`src/hdl/v2c_pkg.sv`:
```
// Package: shared constants and types for the 2D convolution unit.
`timescale 1ns / 1ps
package v2c_pkg;
    localparam int MaxKernelDim = 8;
    localparam int MaxImageCols = 1024;

    // Register indexes on the configuration port.
    localparam logic [1:0] RegImageRows  = 2'd0;
    localparam logic [1:0] RegImageCols  = 2'd1;
    localparam logic [1:0] RegKernelRows = 2'd2;
    localparam logic [1:0] RegKernelCols = 2'd3;

    // Input operation codes.
    localparam logic OpKernel = 1'b0;
    localparam logic OpImage  = 1'b1;

    // Controller to datapath commands.
    typedef struct packed {
        logic kload;     // write kernel coefficient
        logic pwrite;    // write pixel into line store, advance counters
        logic mac_start; // clear accumulator, arm first read
        logic mac_step;  // issue next tap read
        logic out_load;  // capture result into output register
        logic restart;   // clear kernel and image counters
    } t_cmd;

    // Datapath to controller status.
    typedef struct packed {
        logic win_ok;    // pixel completes a window
        logic tap_last;  // last tap address issued
    } t_stat;
endpackage

```
`src/hdl/v2c_ctrl.sv`:
```
// Controller: sequences kernel loads, pixel writes and the tap walk.
`timescale 1ns / 1ps
module v2c_ctrl (
    input  logic               i_clk,
    input  logic               i_rst_n,
    input  logic               i_in_valid,
    input  logic               i_in_op,
    input  logic               i_cfg_wr,
    input  logic               i_out_busy,
    input  v2c_pkg::t_stat     i_stat,
    output logic               o_in_ready,
    output v2c_pkg::t_cmd      o_cmd
);
    localparam logic [2:0] StIdle   = 3'd0;
    localparam logic [2:0] StMac    = 3'd1;
    localparam logic [2:0] StDrain  = 3'd2;
    localparam logic [2:0] StDrain2 = 3'd3;
    localparam logic [2:0] StDone   = 3'd4;

    logic [2:0] r_state, n_state;
    logic       w_acc;

    assign o_in_ready = (r_state == StIdle);
    assign w_acc = i_in_valid && o_in_ready;

    always_comb begin
        n_state = r_state;
        o_cmd = '0;
        o_cmd.restart = i_cfg_wr;
        unique case (r_state)
            StIdle: begin
                if (w_acc && i_in_op == v2c_pkg::OpKernel) begin
                    o_cmd.kload = 1'b1;
                end else if (w_acc) begin
                    o_cmd.pwrite = 1'b1;
                    if (i_stat.win_ok) begin
                        o_cmd.mac_start = 1'b1;
                        n_state = StMac;
                    end
                end
            end
            StMac: begin
                o_cmd.mac_step = 1'b1;
                if (i_stat.tap_last) n_state = StDrain;
            end
            // wait out the read and product stages of the last tap
            StDrain: n_state = StDrain2;
            StDrain2: n_state = StDone;
            StDone: begin
                if (!i_out_busy) begin
                    o_cmd.out_load = 1'b1;
                    n_state = StIdle;
                end
            end
            default: n_state = StIdle;
        endcase
    end

    always_ff @(posedge i_clk) begin
        if (!i_rst_n) r_state <= StIdle;
        else          r_state <= n_state;
    end
endmodule

```
`config.mk`:
```
export PLATFORM = sky130hd
export DESIGN_NAME = v2c_ctrl
export DESIGN_NICKNAME = d
export VERILOG_FILES = /design/src/hdl/v2c_pkg.sv /design/src/hdl/v2c_ctrl.sv
export SDC_FILE = /design/constraint.sdc
export NUM_CORES = 1
export LEC_CHECK = 0
export BUFFER_PORTS_ARGS = -buffer_cell sky130_fd_sc_hd__clkbuf_2
export CAP_MARGIN = 20
export CORE_AREA = 10 10 47 49
export DETAILED_ROUTE_END_ITERATION = 12
export DIE_AREA = 0 0 57 59
export SLEW_MARGIN = 10
export SYNTH_ARGS = -nofsm -noshare
export SYNTH_HDL_FRONTEND = slang
export SYNTH_SLANG_ARGS = --single-unit
export TNS_END_PERCENT = 1
```
`constraint.sdc`:
```
create_clock -name i_clk -period 1 [get_ports i_clk]
set_input_delay 0.2 -clock i_clk [delete_from_list [all_inputs] [get_ports i_clk]]
set_output_delay 0.2 -clock i_clk [all_outputs]
set_load 0.05 [all_outputs]
```
==> qor.txt <==
run status: complete, but fails checks
failing checks: setup timing
min Tclk post-route: 1.372 ns
largest reg by FF count: r_state
pwr dens: 1137 nW/um^2
CTS Hold Bufs: 0
Max-slew headroom: 0.8278
# diodes: 0
CP endpoint kind: output port
Hold WC Path Type: in -> reg
DR vias/cell: 4.089
Syn Inst Count: 20
slowest CP cell: dfxtp_4
kind of critical path: reg -> out
final setup fails: 7
worst setup margin: -0.3724 ns
share of layout cells above drive strength 1: 0.7250
global-route wire length before repair: 966 microns
synthesized cell area: 187.7 sq um
delay-heaviest family, CP: simple AND/OR/NAND/NOR gates
post-synth top area share: 0.3200
Buffers on Ports: 12
overall power: 0.0005191 W
top cells by area, synth: dfxtp_1, nand3b_1, nand2b_1
width of the die: 57 microns
syn nets: 28
initial antenna violation count: 0
final period utilization: 1.372
Synth cell types: 16
drt first pass iters: 2
Slew Limit Fails: 0
hpwl dp: 517.6 microns
max incr delay on CP: 0.36 ns
TritonCTS clock tree: built
Post-DRT Antenna Nets: 0
warning count from the yosys run: 0
cell leakage power: 0.1899 nW
clk root buf: clkbuf_4
Final Skew: 0.001630 ns
vias in the first global route: 235
max cap viols: 0
EDFF count, synth: 0
Worst Path Buf+Inv: 1
Worst Max-Slew Pin Slew: 0.2573 ns
max reg flops: 3
Worst Path Arrival: 1.17 ns
sequential area share after synthesis: 0.3200
Clock Pin Slew Worst Setup and Hold Paths: 0.04 ns
cell chain of the critical path: nor3_4 > and4_4 > buf_12
Skew-Pair Late Insertion Delay: 0.23 ns
pre-CTS WS: -0.1878 ns
critical-path maximum fanout: 7
largest registers: r_state x3
remaining global-route overflow: 0
Critical Path Source Type: flip-flop
Initial Utilization: 0.1339
core region area: 1401 sq um
Longest Clk Path Bufs: 2
Critical Path RT: 0.80 ns
main flop type after synthesis: dfxtp_1
Wirelength per Cell: 10.59 microns
Starting DRT DRC Count: 2
Final Hold Fails: 0
unrepaired setup endpoints after global routing: yes
clock sinks: 3
Peak Freq: 728.6 MHz
asr flop ratio synth: 0
global-route usage over all layers: 0.03664
setup slack, reg-to-reg: -0.01 ns
Max VDD drop: 0.5294 mV
Yosys reg bits: 3
H-tree depth: 1
largest net degree at the start of global routing: 9
Final nets: 49
Placer Congestion: 0.7032
largest area contributor in the netlist: dfxtp_1
number of I/O pins: 15
area delta synth->final: 143.3%
Avg Cell Area, Syn: 9.384 sq um
Num CTS Buffers: 3
final WL: 593 microns
cell row count: 14
top post-synthesis cells by count: dfxtp_1, nand2b_1, nand3b_1
full die area: 3363 sq um
most frequent cell after synthesis: dfxtp_1
die height: 59 microns
drt drc: 0
via count: 229
[repair_timing]
| item | in CTS | in global routing |
|---|---|---|
| setup endpoints to repair | 7 | 8 |
| pin swaps | 4 | 3 |
| setup buffers | 0 | 1 |
| cloned | 0 | 0 |
| gates resized for setup | 3 | 1 |
[worst paths after layout]
| kind | start | endpoint | depth (start not counted) |
|---|---|---|---|
| setup reg to reg | r_state[0] | r_state[0] | 4 |
| hold reg to reg | r_state[0] | r_state[2] | 2 |
| setup / recovery | r_state[0] | o_cmd[3] | 3 |
| hold / removal | i_rst_n | r_state[2] | 2 |
[per-stage QoR]
stage | utilization | std cells | setup TNS (ns) | hold WS (ns) | area [sq um]
2_1_floorplan | - | 20 | -2.302 | 0.3465 | 225.2
6_report | 0.3259 | 56 | -1.971 | 0.2209 | 456.7
3_3_place_gp | 0.2982 | 51 | -0.8999 | 0.4013 | 417.9
4_1_cts | 0.3205 | 55 | -2.162 | 0.2173 | 449.2
3_5_place_dp | 0.2982 | 51 | -0.9205 | 0.4013 | 417.9
5_1_grt | 0.3259 | 56 | -2.324 | 0.2418 | 456.7
[cell families after synthesis]
group | count (synthesis) | synth area share
flip-flops | 3 | 0.3200
buffers and inverters | 1 | 0.04001
AO/OA/AOI/OAI | 3 | 0.1000
AND/OR/NAND/NOR | 13 | 0.5400
[cell type report]
cell class                      count  area [sq um]
Clock buffer                        4         26.28
Timing Repair Buffer               17         187.7
Tap cell                           16         20.02
Fill cell                         158         944.7
Multi-Input combinational cell     16         156.4
Sequential cell                     3         66.31
[metal layers]
layer,up-vias,share of wire,track usage,routed length (microns)
li1,118,-,-,-
met1,104,0.36,0.03184,212
met2,7,0.54,0.05581,320
met3,0,0.10,0.02146,60
met4,0,0,0.04027,0
met5,-,0,0,0
[power by group]
group	internal, W	total, W	switching [W]
clock network	0.000149	0.000207	0.0000582
registers	0.000124	0.000135	0.0000106
logic	0.0000932	0.000177	0.0000834
total	0.000367	0.000519	0.000152
[layout by cell type, fill, tap and decap left out]
cell       count
nor3b_2        1
dfxtp_4        1
nand4b_1       1
a31oi_1        1
nand2b_1       2
and3_2         1
clkbuf_1       1
a21oi_1        1
or3b_1         1
and4_4         1
and3b_2        1
dfxtp_2        2
buf_12         6
clkbuf_2       6
buf_4          5
clkbuf_4       3
nor4b_4        1
nand3b_1       2
nand4bb_1      1
a21boi_1       1
nor3_4         1
(Power assumes the default switching activity.)
